$ cat config.mk
export PLATFORM = sky130hd
export DESIGN_NAME = remote_control_frame_decoder
export DESIGN_NICKNAME = d
export VERILOG_FILES = /design/src/hw/rtl/rcfd_pkg.sv /design/src/hw/rtl/remote_control_frame_decoder.sv
export VERILOG_INCLUDE_DIRS = /design/src /design/src/hw/rtl
export SDC_FILE = /design/constraint.sdc
export NUM_CORES = 1
export LEC_CHECK = 0
export ABC_CLOCK_PERIOD_IN_PS = 16500
export BUFFER_PORTS_ARGS = -buffer_cell sky130_fd_sc_hd__buf_2
export CORE_MARGIN = 2
export CORE_UTILIZATION = 63
export DETAILED_ROUTE_END_ITERATION = 7
export GPL_ROUTABILITY_DRIVEN = 0
export PLACE_DENSITY_LB_ADDON = 0.3
export SYNTH_ARGS = -nofsm -noshare
export SYNTH_HDL_FRONTEND = slang
export SYNTH_SLANG_ARGS = --single-unit
export TNS_END_PERCENT = 50
$ cat constraint.sdc
create_clock -name i_clk -period 16.5 [get_ports i_clk]
set_input_delay 1.65 -clock i_clk [delete_from_list [all_inputs] [get_ports i_clk]]
set_output_delay 1.65 -clock i_clk [all_outputs]
set_load 0.01 [all_outputs]
$ cat src/hw/rtl/remote_control_frame_decoder_assert.svh
// Assertion macros for the remote control frame decoder.
// Expects i_clk and i_rst_n in the scope of each use.
`ifndef REMOTE_CONTROL_FRAME_DECODER_ASSERT_SVH
`define REMOTE_CONTROL_FRAME_DECODER_ASSERT_SVH

// Same-cycle implication, checked outside reset.
`define RCFD_ASSERT_NOW(lbl, ante, cons, msg) \
    lbl: assert property (@(posedge i_clk) disable iff (!i_rst_n) (ante) |-> (cons)) \
        else $error(msg);

// Next-cycle implication, checked outside reset.
`define RCFD_ASSERT_NEXT(lbl, ante, cons, msg) \
    lbl: assert property (@(posedge i_clk) disable iff (!i_rst_n) (ante) |=> (cons)) \
        else $error(msg);

`endif

$ cat src/hw/rtl/rcfd_pkg.sv
// Shared constants, types and stick helper for the remote control frame decoder.
// No dependencies.
`timescale 1ns / 1ps

package rcfd_pkg;

    localparam int FRAME_LEN        = 18;
    localparam int FIDX_W           = 5;
    localparam int BUFFER_BYTES_DEF = 36;
    localparam int CH_W             = 11;
    localparam int CFG_IDX_W        = 2;
    localparam int CFG_DATA_W       = 11;
    localparam int OUT_TDATA_W      = 144;

    localparam logic [CFG_IDX_W-1:0] CFG_OFFSET = 2'd0;
    localparam logic [CFG_IDX_W-1:0] CFG_LIMIT  = 2'd1;
    localparam logic [CFG_IDX_W-1:0] CFG_SAFE   = 2'd2;

    localparam logic [CH_W-1:0] OFFSET_RST = 11'd1024;
    localparam logic [CH_W-1:0] LIMIT_RST  = 11'd700;
    localparam logic [1:0]      SAFE_RST   = 2'd2;

    localparam logic [1:0] ST_GOOD = 2'd0;
    localparam logic [1:0] ST_FAIL = 2'd1;
    localparam logic [1:0] ST_HOLD = 2'd2;

    typedef struct packed {
        logic            over;
        logic [CH_W-1:0] val;
    } t_stick_eval;

    // Remove the offset, flag an oversize magnitude, clamp to 11 bits signed.
    function automatic t_stick_eval f_eval_stick(input logic [CH_W-1:0] raw,
                                                 input logic [CH_W-1:0] off,
                                                 input logic [CH_W-1:0] limit);
        logic signed [CH_W:0] d;
        logic [CH_W:0]        mag;
        t_stick_eval          r;
        d   = $signed({1'b0, raw}) - $signed({1'b0, off});
        mag = d[CH_W] ? 12'(-d) : 12'(d);
        r.over = (mag > {1'b0, limit});
        if (d > 12'sd1023) begin
            r.val = 11'h3ff;
        end else if (d < -12'sd1024) begin
            r.val = 11'h400;
        end else begin
            r.val = d[CH_W-1:0];
        end
        return r;
    endfunction

endpackage

$ cat src/hw/rtl/remote_control_frame_decoder.sv
// Remote control frame decoder: byte buffer, frame unpack/check and held record.
// Depends on rcfd_pkg and remote_control_frame_decoder_assert.svh.
//
//   channel   dir  beat content
//   -------   ---  ----------------------------------------------------------
//   s_axis    in   tuser = kind (1 = line idle), tdata = rx_byte
//   m_axis    out  tuser = status, tdata = sticks, aux, switches, mouse, keys
//   cfg       in   i_cfg_index selects register, i_cfg_data is the value
//
// An input beat can be taken in every cycle while s_axis_tready is high.
// An idle beat decodes the buffered frame in that cycle straight into the
// held record, which doubles as the output register; one result per idle.
// s_axis_tready drops only while a result waits and m_axis_tready is low.
// Reset (i_rst_n low, synchronous) clears count, held record and valid, and loads config reset values.
// The configuration port is always ready.
`timescale 1ns / 1ps
`include "remote_control_frame_decoder_assert.svh"

module remote_control_frame_decoder
    import rcfd_pkg::*;
#(
    parameter int BUFFER_BYTES = BUFFER_BYTES_DEF
) (
    input  logic                   i_clk,
    input  logic                   i_rst_n,
    // input stream
    input  logic                   s_axis_tvalid,
    output logic                   s_axis_tready,
    input  logic [7:0]             s_axis_tdata,   // [7:0] rx_byte
    input  logic                   s_axis_tuser,   // [0] kind
    // result stream
    output logic                   m_axis_tvalid,
    input  logic                   m_axis_tready,
    // [10:0] stick_0, [21:11] stick_1, [32:22] stick_2, [43:33] stick_3,
    // [59:44] aux_channel, [63:60] switches, [79:64] mouse_x, [95:80] mouse_y,
    // [111:96] mouse_z, [127:112] buttons, [143:128] keys
    output logic [OUT_TDATA_W-1:0] m_axis_tdata,
    output logic [1:0]             m_axis_tuser,   // [1:0] status
    // configuration write channel
    input  logic                   i_cfg_valid,
    output logic                   o_cfg_ready,
    input  logic [CFG_IDX_W-1:0]   i_cfg_index,
    input  logic [CFG_DATA_W-1:0]  i_cfg_data
);

    localparam int CNT_W = $clog2(BUFFER_BYTES + 1);
    localparam logic [CNT_W-1:0] CNT_MAX = CNT_W'(BUFFER_BYTES);
    localparam logic [CNT_W-1:0] CNT_FRAME = CNT_W'(FRAME_LEN);
    localparam logic [CNT_W-1:0] CNT_ONE = CNT_W'(1);

    // configuration
    logic [CH_W-1:0] r_offset;
    logic [CH_W-1:0] r_limit;
    logic [1:0]      r_safe;

    // frame buffer and byte count
    logic [7:0]       r_frame [FRAME_LEN];
    logic [CNT_W-1:0] r_count;
    logic [CNT_W-1:0] n_count;

    // held record, shown on m_axis
    logic                   r_out_valid;
    logic [1:0]             r_status;
    logic [CH_W-1:0]        r_stick [4];
    logic [15:0]            r_aux;
    logic [3:0]             r_switches;
    logic [15:0]            r_mouse_x;
    logic [15:0]            r_mouse_y;
    logic [15:0]            r_mouse_z;
    logic [15:0]            r_buttons;
    logic [15:0]            r_keys;

    logic                   n_out_valid;
    logic [1:0]             n_status;
    logic [CH_W-1:0]        n_stick [4];
    logic [15:0]            n_aux;
    logic [3:0]             n_switches;
    logic [15:0]            n_mouse_x;
    logic [15:0]            n_mouse_y;
    logic [15:0]            n_mouse_z;
    logic [15:0]            n_buttons;
    logic [15:0]            n_keys;

    logic            in_beat;
    logic            byte_beat;
    logic            idle_beat;
    logic            store_byte;
    logic [CH_W-1:0] raw [4];
    t_stick_eval     eval [4];
    logic [1:0]      sw_left;
    logic [1:0]      sw_right;
    logic            frame_bad;
    logic            len_ok;

    // Stall input only while a result is stuck at the output.
    assign s_axis_tready = !r_out_valid || m_axis_tready;
    assign in_beat       = s_axis_tvalid && s_axis_tready;
    assign byte_beat     = in_beat && !s_axis_tuser;
    assign idle_beat     = in_beat && s_axis_tuser;
    assign store_byte    = byte_beat && (r_count < CNT_FRAME);
    assign len_ok        = (r_count == CNT_FRAME);
    assign o_cfg_ready   = 1'b1;

    // Unpack the four 11-bit channels packed LSB first across bytes 0..5.
    assign raw[0]   = {r_frame[1][2:0], r_frame[0]};
    assign raw[1]   = {r_frame[2][5:0], r_frame[1][7:3]};
    assign raw[2]   = {r_frame[4][0], r_frame[3], r_frame[2][7:6]};
    assign raw[3]   = {r_frame[5][3:0], r_frame[4][7:1]};
    assign sw_left  = r_frame[5][5:4];
    assign sw_right = r_frame[5][7:6];

    always_comb begin
        for (int k = 0; k < 4; k++) begin
            eval[k] = f_eval_stick(raw[k], r_offset, r_limit);
        end
    end

    assign frame_bad = eval[0].over || eval[1].over || eval[2].over || eval[3].over ||
                       (sw_left == 2'd0) || (sw_right == 2'd0);

    // Count saturates; an idle beat restarts the frame.
    always_comb begin
        n_count = r_count;
        if (idle_beat) begin
            n_count = '0;
        end else if (byte_beat && (r_count != CNT_MAX)) begin
            n_count = r_count + CNT_ONE;
        end
    end

    // Next held record: replace on a good-length frame, else keep it with status set to hold.
    always_comb begin
        n_out_valid = r_out_valid && !m_axis_tready;
        n_status    = r_status;
        n_stick     = r_stick;
        n_aux       = r_aux;
        n_switches  = r_switches;
        n_mouse_x   = r_mouse_x;
        n_mouse_y   = r_mouse_y;
        n_mouse_z   = r_mouse_z;
        n_buttons   = r_buttons;
        n_keys      = r_keys;
        if (idle_beat) begin
            n_out_valid = 1'b1;
            if (!len_ok) begin
                n_status = ST_HOLD;
            end else if (frame_bad) begin
                // failed check: zero everything, force switches to safe code
                n_status   = ST_FAIL;
                for (int k = 0; k < 4; k++) begin
                    n_stick[k] = '0;
                end
                n_aux      = '0;
                n_switches = {r_safe, r_safe};
                n_mouse_x  = '0;
                n_mouse_y  = '0;
                n_mouse_z  = '0;
                n_buttons  = '0;
                n_keys     = '0;
            end else begin
                n_status   = ST_GOOD;
                for (int k = 0; k < 4; k++) begin
                    n_stick[k] = eval[k].val;
                end
                n_aux      = {r_frame[17], r_frame[16]} - {5'd0, r_offset};
                n_switches = {sw_right, sw_left};
                n_mouse_x  = {r_frame[7], r_frame[6]};
                n_mouse_y  = {r_frame[9], r_frame[8]};
                n_mouse_z  = {r_frame[11], r_frame[10]};
                n_buttons  = {r_frame[13], r_frame[12]};
                n_keys     = {r_frame[15], r_frame[14]};
            end
        end
    end

    // Frame buffer: payload only, no reset.
    always_ff @(posedge i_clk) begin
        if (store_byte) begin
            r_frame[r_count[FIDX_W-1:0]] <= s_axis_tdata;
        end
    end

    always_ff @(posedge i_clk) begin
        if (!i_rst_n) begin
            r_offset    <= OFFSET_RST;
            r_limit     <= LIMIT_RST;
            r_safe      <= SAFE_RST;
            r_count     <= '0;
            r_out_valid <= 1'b0;
            r_status    <= ST_GOOD;
            for (int k = 0; k < 4; k++) begin
                r_stick[k] <= '0;
            end
            r_aux       <= '0;
            r_switches  <= '0;
            r_mouse_x   <= '0;
            r_mouse_y   <= '0;
            r_mouse_z   <= '0;
            r_buttons   <= '0;
            r_keys      <= '0;
        end else begin
            if (i_cfg_valid) begin
                unique case (i_cfg_index)
                    CFG_OFFSET: r_offset <= i_cfg_data;
                    CFG_LIMIT:  r_limit  <= i_cfg_data;
                    CFG_SAFE:   r_safe   <= i_cfg_data[1:0];
                    default:    ;
                endcase
            end
            r_count     <= n_count;
            r_out_valid <= n_out_valid;
            r_status    <= n_status;
            r_stick     <= n_stick;
            r_aux       <= n_aux;
            r_switches  <= n_switches;
            r_mouse_x   <= n_mouse_x;
            r_mouse_y   <= n_mouse_y;
            r_mouse_z   <= n_mouse_z;
            r_buttons   <= n_buttons;
            r_keys      <= n_keys;
        end
    end

    assign m_axis_tvalid = r_out_valid;
    assign m_axis_tuser  = r_status;
    assign m_axis_tdata  = {r_keys, r_buttons, r_mouse_z, r_mouse_y, r_mouse_x,
                            r_switches, r_aux, r_stick[3], r_stick[2], r_stick[1],
                            r_stick[0]};

    `RCFD_ASSERT_NOW(a_count_bound, 1'b1, r_count <= CNT_MAX, "byte count above buffer size")
    `RCFD_ASSERT_NEXT(a_idle_result, idle_beat, r_out_valid && (r_count == '0), "idle beat gave no result")
    `RCFD_ASSERT_NOW(a_fail_zeroed, r_out_valid && (r_status == ST_FAIL), (r_stick[0] == '0) && (r_mouse_x == '0) && (r_keys == '0), "failed frame not zeroed")
    `RCFD_ASSERT_NOW(a_stall_blocks, r_out_valid && !m_axis_tready, !s_axis_tready, "input taken over a stalled result")

endmodule

==> results.py, run 1 <==
metrics = {
    "die": {
        "row_count": 56,
        "core_um2": 23600,
        "die_height_um": 159,
        "fp.dieW_um": 159,
        "dieArea_um2": 25400,
        "floorplan.io_pins": 176,
        "initial_utilization": 0.644,
    },
    "route": {
        "via_per_instance_ratio": 6.04,
        "postRouteAntennaNets": 0,
        "finalWirelength_um": 38200,
        "drt_drc_violations_left": 0,
        "drt_first_iter_violations": 1033,
        "drt-wirelength-per-cell_um": 20.2,
        "dr_total_vias": 11400,
        "detailedRoute.firstPassIterationCount": 5,
    },
    "pwr": {
        "fin_total_pwr_w": 0.00176,
        "p_leak_nw": 7.05,
        "vdd_drop_max_mv": 0.0968,
        "power_per_cell_area_nw_per_um2": 101,
    },
    "timing": {
        "timing.slew.headroom": 0.263,
        "min_period_ns": 7.28,
        "totalNegativeSetupSlack_ns": 0,
        "timing.final.hold_violations": 0,
        "fmax_mhz": 137,
        "layout_worst_path_cycle_share": 0.441,
        "maxSlewViolCount": 0,
        "final-setup-viol-count": 0,
        "grt_setup_unrepaired": "no",
        "timing.clock.skew_ns": 0.0158,
        "tightestPinTransition_ns": 1.10,
    },
    "clocking": {
        "cts_root_buf": "clkbuf_16",
        "clock_tree.buffer_depth": 3,
        "cts-resized-gates": 0,
        "clk_latency_ns": 0.52,
        "cts_hold_buf": 0,
        "worst_setup_hold_path_clk_slew_ns": 0.06,
        "cts_num_sinks": 321,
        "cts-htree-levels": 2,
        "cts_tree": "yes",
        "cts_post_setup_buffers_inserted": 0,
        "cts_made_buffers": 34,
    },
    "hold_path": {
        "holdCritPathClass": "flip-flop to flip-flop",
        "worstHoldEndpoint": "r_aux[14]$_SDFFE_PN0P_",
        "whs_path_depth": 2,
        "hp-start": "r_aux[14]$_SDFFE_PN0P_",
    },
    "critical_path": {
        "worst_setup_path_end_kind": "flip-flop",
        "r2r_start": "r_offset[0]$_SDFFE_PN0P_",
        "setup_crit_path_kind": "flip-flop to flip-flop",
        "critical_path.slowest_cell": "buf_4",
        "timing.critical_path.cells": "ha_1 > inv_1 > fa_1 > xnor2_1 > nand3_1 > or4_1 > nor4b_2 > nor2_1 > xnor2_1 > ha_1 > o21ai_0 > a21oi_1 > o41ai_1 > o21ai_0 > or4_4 > a2111oi_4 > and3_4 > buf_4 > a22o_1",
        "critPathArrivalTime_ns": 7.74,
        "timing.critical_path.slowest_cell_delay_ns": 0.76,
        "rrSetupSlack_ns": 9.22,
        "cp_data_required_time_ns": 16.95,
        "critical_path.startpoint_type": "flip-flop",
        "r2r_cells": 19,
        "endpoint_of_the_most_critical_register_to_register_path": "r_mouse_x[7]$_SDFFE_PN0P_",
        "timing.critical_path.fanout_max": 87,
    },
    "job": {
        "max_cap_violations": 0,
    },
    "global_routing": {
        "grt.total_usage": 0.292,
        "grt_max_degree": 91,
        "globalRoute.busiestLayer": "met2",
        "grt_pass1_vias": 10900,
        "grt.met3_usage": 0.0698,
        "grt_first_pass_wirelength_um": 58500,
        "initial_antenna_violation_count": 0,
        "globalRoute.totalOverflow": 0,
        "met1_usage": 0.401,
        "globalRouteMet2Util": 0.467,
    },
    "cells_and_area": {
        "area_delta_synth_final_pct": 14.2,
        "final_layout_size_suffix_gt1_frac": 0.160,
        "final_nets": 1688,
        "postLayoutCoreUtil": 0.735,
        "diodes": 0,
    },
    "run_status": {
        "run_status": "completed",
    },
    "synthesis": {
        "synth-compound-area-share": 0.180,
        "synth_edf_count": 144,
        "post-synth-top-area-cell": "edfxtp_1",
        "largest_family_of_logic_cells_by_synthesized_area": "compound AO/OA/AOI/OAI gates",
        "synth_most_common_cell": "dfxtp_1",
        "yosys_register_bits": 321,
        "xor_and_xnor_fraction_of_the_mapped_netlist_area": 0.0454,
        "syn_inst": 1389,
        "synth_warnings": 0,
        "async_reset_ff_frac": 0,
        "synth_cell_type_count": 81,
        "synth_top_flop_cell": "dfxtp_1",
        "synth.top_cells.by_area": "edfxtp_1 28%, dfxtp_1 23%, ha_1 8.8%",
        "synth.cell_area_um2": 15200,
        "netlist_top_cells_count": "177 x dfxtp_1, 144 x edfxtp_1, 108 x a22o_1, 107 x ha_1",
        "synth_top_area_share": 0.284,
        "yosys.area_share.adder": 0.110,
        "synthesis.nets": 1528,
        "synth_simple_gate_area_share": 0.108,
        "synth.yosys.seq_area_share": 0.517,
        "syn_avg_cell_area_um2": 11.0,
        "synth_mux_area_frac": 0.00526,
    },
    "place": {
        "hpwlAfterDp_um": 25500,
        "buffer_ports.inserted": 174,
    },
}
[kinds of logic (layout without fill, tap and decap cells)]
| logic type | Yosys count | count (layout) |
|---|---|---|
| AOI/OAI and AO/OA | 390 | 390 |
| and+or+nand+nor | 334 | 334 |
| DFF | 321 | 321 |
| adders and majority gates | 136 | 136 |
| buffers and inverters | 121 | 307 |
| xor gates and xnor gates | 78 | 78 |
| muxes | 8 | 8 |
| other | 1 | 1 |
[final cells by class]
class                           instances  area, um2
Sequential cell                       321       7870
Multi-Input combinational cell        947       6860
Fill cell                            1669       6250
Clock buffer                           52        980
Timing Repair Buffer                  180        916
Tap cell                              319        399
Inverter                               65        244
Clock inverter                         10       96.3
[flip-flops by register name (all words and copies together), names as in the netlist, 16 cells and up]
name	cells
m_axis_tdata	44
r_aux	16
r_buttons	16
r_frame	144
r_keys	16
r_mouse_x	16
r_mouse_y	16
r_mouse_z	16
[worst max-delay path: cells and delay by family, from the launching register on]
family | cells | cell delay, ns
flip-flops | 1 | 0.60
AND/OR/NAND/NOR | 6 | 2.34
AO/OA/AOI/OAI | 6 | 1.76
buffers and inverters | 2 | 0.82
XOR/XNOR | 2 | 0.60
adder cells (fa/ha/maj) | 3 | 0.98
[where the power goes]
group,internal (W),switching (W)
registers,0.000834,0.00000215
clock network,0.000430,0.000311
logic,0.0000678,0.000116
[per-layer routing]
| metal | share of wire | vias up |
|---|---|---|
| met5 | 0 | - |
| met4 | 0.021 | 0 |
| met3 | 0.087 | 69 |
| met2 | 0.46 | 481 |
| met1 | 0.43 | 5439 |
| li1 | - | 5444 |
[worst max-delay path by stage]
stage,start,endpoint,slack [ns],cells past startpoint
after global placement,r_offset[0]$_SDFFE_PN0P_,r_mouse_x[2]$_SDFFE_PN0P_,9.39,19
final,r_offset[0]$_SDFFE_PN0P_,r_mouse_x[7]$_SDFFE_PN0P_,9.22,19
after detailed placement,r_offset[0]$_SDFFE_PN0P_,r_mouse_z[13]$_SDFFE_PN0P_,9.27,19
after floorplan,r_offset[1]$_SDFFE_PN0P_,m_axis_tdata[36]$_SDFFE_PN0P_,11.26,24
after CTS,r_offset[0]$_SDFFE_PN0P_,r_buttons[11]$_SDFFE_PN0P_,9.20,19
after global routing,r_offset[0]$_SDFFE_PN0P_,r_buttons[11]$_SDFFE_PN0P_,8.76,19
[cell usage in the layout (no fill, tap or decap), drive strengths merged, types with 19 or more instances in the layout]
master | Yosys | routed
buf | 14 | 180
dfxtp | 177 | 177
edfxtp | 144 | 144
a22o | 108 | 108
ha | 107 | 107
nor2 | 100 | 100
nand2 | 100 | 100
o21ai | 89 | 89
a21oi | 78 | 78
inv | 65 | 68
clkbuf | 42 | 52
xnor2 | 50 | 50
xor2 | 28 | 28
maj3 | 24 | 24
nor2b | 22 | 22
nor3 | 22 | 22
o211ai | 19 | 19
[through the flow]
| stage | instances | hold WS, ns | worst slack [ns] | area (um2) |
|---|---|---|---|---|
| after floorplan | 1389 | 0.436 | 11.26 | 15200 |
| after global placement | 1832 | 0.429 | 9.39 | 16300 |
| after detailed placement | 1832 | 0.438 | 9.27 | 16300 |
| after CTS | 1894 | 0.451 | 9.20 | 17400 |
| after global routing | 1894 | 0.475 | 8.76 | 17400 |
| final | 1894 | 0.446 | 9.22 | 17400 |
No activity file was read; power rests on OpenSTA's default activity.
==> inputs of run 2 (changes only) <==
Settings changed: ABC_AREA set to 1, ABC_CLOCK_PERIOD_IN_PS 16500 to 5900, CORE_UTILIZATION 63 to 54.
Clock period 16.5 ns to 5.9 ns, I/O delays scaled along.
==> results.py, run 2 <==
metrics = {
    "route": {
        "postRouteAntennaNets": 0,
        "dr_total_vias": 13600,
        "detailedRoute.firstPassIterationCount": 5,
        "finalWirelength_um": 41800,
        "drt_first_iter_violations": 1171,
        "drt_drc_violations_left": 0,
        "via_per_instance_ratio": 5.35,
        "drt-wirelength-per-cell_um": 16.5,
    },
    "place": {
        "buffer_ports.inserted": 174,
        "hpwlAfterDp_um": 30100,
        "place.detailed.instances": 2473,
    },
    "timing": {
        "final-setup-viol-count": 0,
        "grt_setup_unrepaired": "no",
        "fin_worst_hold_slack_ns": 0.322,
        "tightestPinTransition_ns": 1.06,
        "maxSlewViolCount": 0,
        "timing.final.hold_violations": 0,
        "totalNegativeSetupSlack_ns": 0,
        "fmax_mhz": 204,
        "timing.clock.skew_ns": 0.0183,
        "layout_worst_path_cycle_share": 0.833,
        "timing.slew.headroom": 0.291,
        "min_period_ns": 4.91,
    },
    "critical_path": {
        "cp_data_required_time_ns": 6.37,
        "critical_path.startpoint_type": "flip-flop",
        "crit_path_frequent_cell": "nand2_1",
        "critical_path.slowest_cell": "dfxtp_1",
        "setup_crit_path_kind": "flip-flop to flip-flop",
        "critPathArrivalTime_ns": 5.38,
        "worst_setup_path_end_kind": "flip-flop",
        "timing.critical_path.slowest_cell_delay_ns": 0.54,
        "timing.critical_path.fanout_max": 50,
    },
    "synthesis": {
        "synth.top_cells.by_area": "edfxtp_1 27%, dfxtp_1 22%, nand2_1 15%",
        "synth_most_common_cell": "nand2_1",
        "synth_top_area_share": 0.269,
        "synthesis.nets": 2081,
        "synth_top_flop_cell": "dfxtp_1",
        "syn_avg_cell_area_um2": 8.27,
        "synth_cell_type_count": 44,
        "synth.yosys.seq_area_share": 0.490,
        "synth_warnings": 0,
        "syn_inst": 1942,
        "synth.cell_area_um2": 16100,
        "async_reset_ff_frac": 0,
        "synth_edf_count": 144,
        "post-synth-top-area-cell": "edfxtp_1",
        "netlist_top_cells_count": "660 x nand2_1, 207 x inv_1, 177 x dfxtp_1, 144 x edfxtp_1, 123 x nor2_1",
        "yosys_register_bits": 321,
    },
    "job": {
        "max_cap_violations": 0,
    },
    "global_routing": {
        "grt.total_usage": 0.269,
        "grt_pass1_vias": 12700,
        "grt_first_pass_wirelength_um": 65500,
        "initial_antenna_violation_count": 0,
        "grt_max_degree": 62,
        "globalRoute.totalOverflow": 0,
    },
    "cells_and_area": {
        "final_nets": 2258,
        "diodes": 0,
        "area.sequential_um2": 7870,
        "multi_input_area_um2": 7160,
        "largest_register_ffs": 144,
        "final_cell_mix": "660 x nand2_1, 207 x inv_1, 177 x dfxtp_1, 174 x buf_2, 144 x edfxtp_1",
        "area_delta_synth_final_pct": 14.1,
        "postLayoutCoreUtil": 0.622,
        "final_layout_size_suffix_gt1_frac": 0.122,
        "fill_cells": 2480,
        "post_layout_nonfiller_instances": 2534,
        "layout_commonest_cell": "nand2_1",
    },
    "clocking": {
        "cts_tree": "yes",
        "worst_setup_hold_path_clk_slew_ns": 0.07,
        "cts-htree-levels": 2,
        "cts_post_setup_buffers_inserted": 0,
        "clock_tree.buffer_depth": 3,
        "cts_root_buf": "clkbuf_16",
        "cts_made_buffers": 34,
        "cts_hold_buf": 0,
        "cts-resized-gates": 0,
        "clk_latency_ns": 0.53,
        "cts_num_sinks": 321,
    },
    "die": {
        "dieArea_um2": 31200,
        "row_count": 63,
        "core_um2": 29500,
        "initial_utilization": 0.545,
        "die_height_um": 176,
        "floorplan.io_pins": 176,
        "fp.dieW_um": 176,
    },
    "pwr": {
        "p_leak_nw": 8.82,
        "power_per_cell_area_nw_per_um2": 274,
        "vdd_drop_max_mv": 0.224,
    },
    "run_status": {
        "run_status": "completed",
    },
    "hold_path": {
        "holdCritPathClass": "input pin to flip-flop",
    },
}
-- run 2: changes by cell type after synthesis, sizes merged, moves of 34 or more --
cell and delta:
a22o -108, nor2 +34, nand2 +563, a21oi +42
xnor2 -42, nand3 +103, inv +149
-- run 2: cells by family (layout without fill, tap and decap cells) --
logic type,Yosys count,after routing,share of synthesized area
other cells,1,1,0.000233
buf+inv,260,462,0.0653
flops,321,321,0.490
fa+ha+maj,112,112,0.0895
simple gates,970,970,0.251
compound gates,224,224,0.0748
xor+xnor,54,54,0.0294
-- run 2: path summary, 6_finish.rpt --
kind                                               start                          to  slack (ns)  cells after the start
worst max-delay path            r_offset[0]$_SDFFE_PN0P_   r_mouse_x[1]$_SDFFE_PN0P_        0.99                     31
worst min-delay path                      i_cfg_data[10]   r_offset[10]$_SDFFE_PN1P_        0.32                      3
worst max register to register  r_offset[0]$_SDFFE_PN0P_   r_mouse_x[1]$_SDFFE_PN0P_        0.99                     31
worst min register to register  r_frame[13][6]$_DFFE_PP_  r_buttons[14]$_SDFFE_PN0P_        0.43                      2
-- run 2: area by class of cell --
cell class	count	area share
flip-flops and latches	321	0.429
repair buffers	185	0.0527
well taps	390	0.0266
multi-input cells	1361	0.390
clock inverters	12	0.00566
inverters	216	0.0442
clock buffers	49	0.0516
-- run 2: per-layer routing --
metal | part of all wire | vias to the layer above | wire length [um] | track usage
li1 | - | 6688 | - | -
met3 | 0.094 | 84 | 3930 | 0.0657
met1 | 0.43 | 6295 | 18200 | 0.360
met2 | 0.44 | 498 | 18500 | 0.432
met4 | 0.029 | 0 | 1200 | 0.0820
met5 | 0 | - | 0 | 0
-- run 2: worst max-delay path, delay by kind of cell, from the launching register on --
kind | cells | cell delay, ns
buf+inv | 4 | 0.65
xor+xnor | 2 | 0.59
compound gates | 1 | 0.13
simple gates | 21 | 1.99
fa+ha+maj | 3 | 0.91
flops | 1 | 0.54
-- run 2: power breakdown --
part	leakage (nW)	internal (W)	switching, W	total (W)
Sequential	2.73	0.00234	0.00000699	0.00234
Combinational	5.58	0.000216	0.000453	0.000668
Clock	0.515	0.00113	0.000880	0.00201
-- run 2: per-stage QoR --
stage	area, um2	setup slack, ns	total power, W
final	18300	0.988	0.00502
after global routing	18300	0.557	0.00523
after CTS	18300	1.06	0.00504
after detailed placement	17300	1.10	0.00304
after global placement	17300	1.19	0.00302
after floorplan	16100	2.07	0.00286
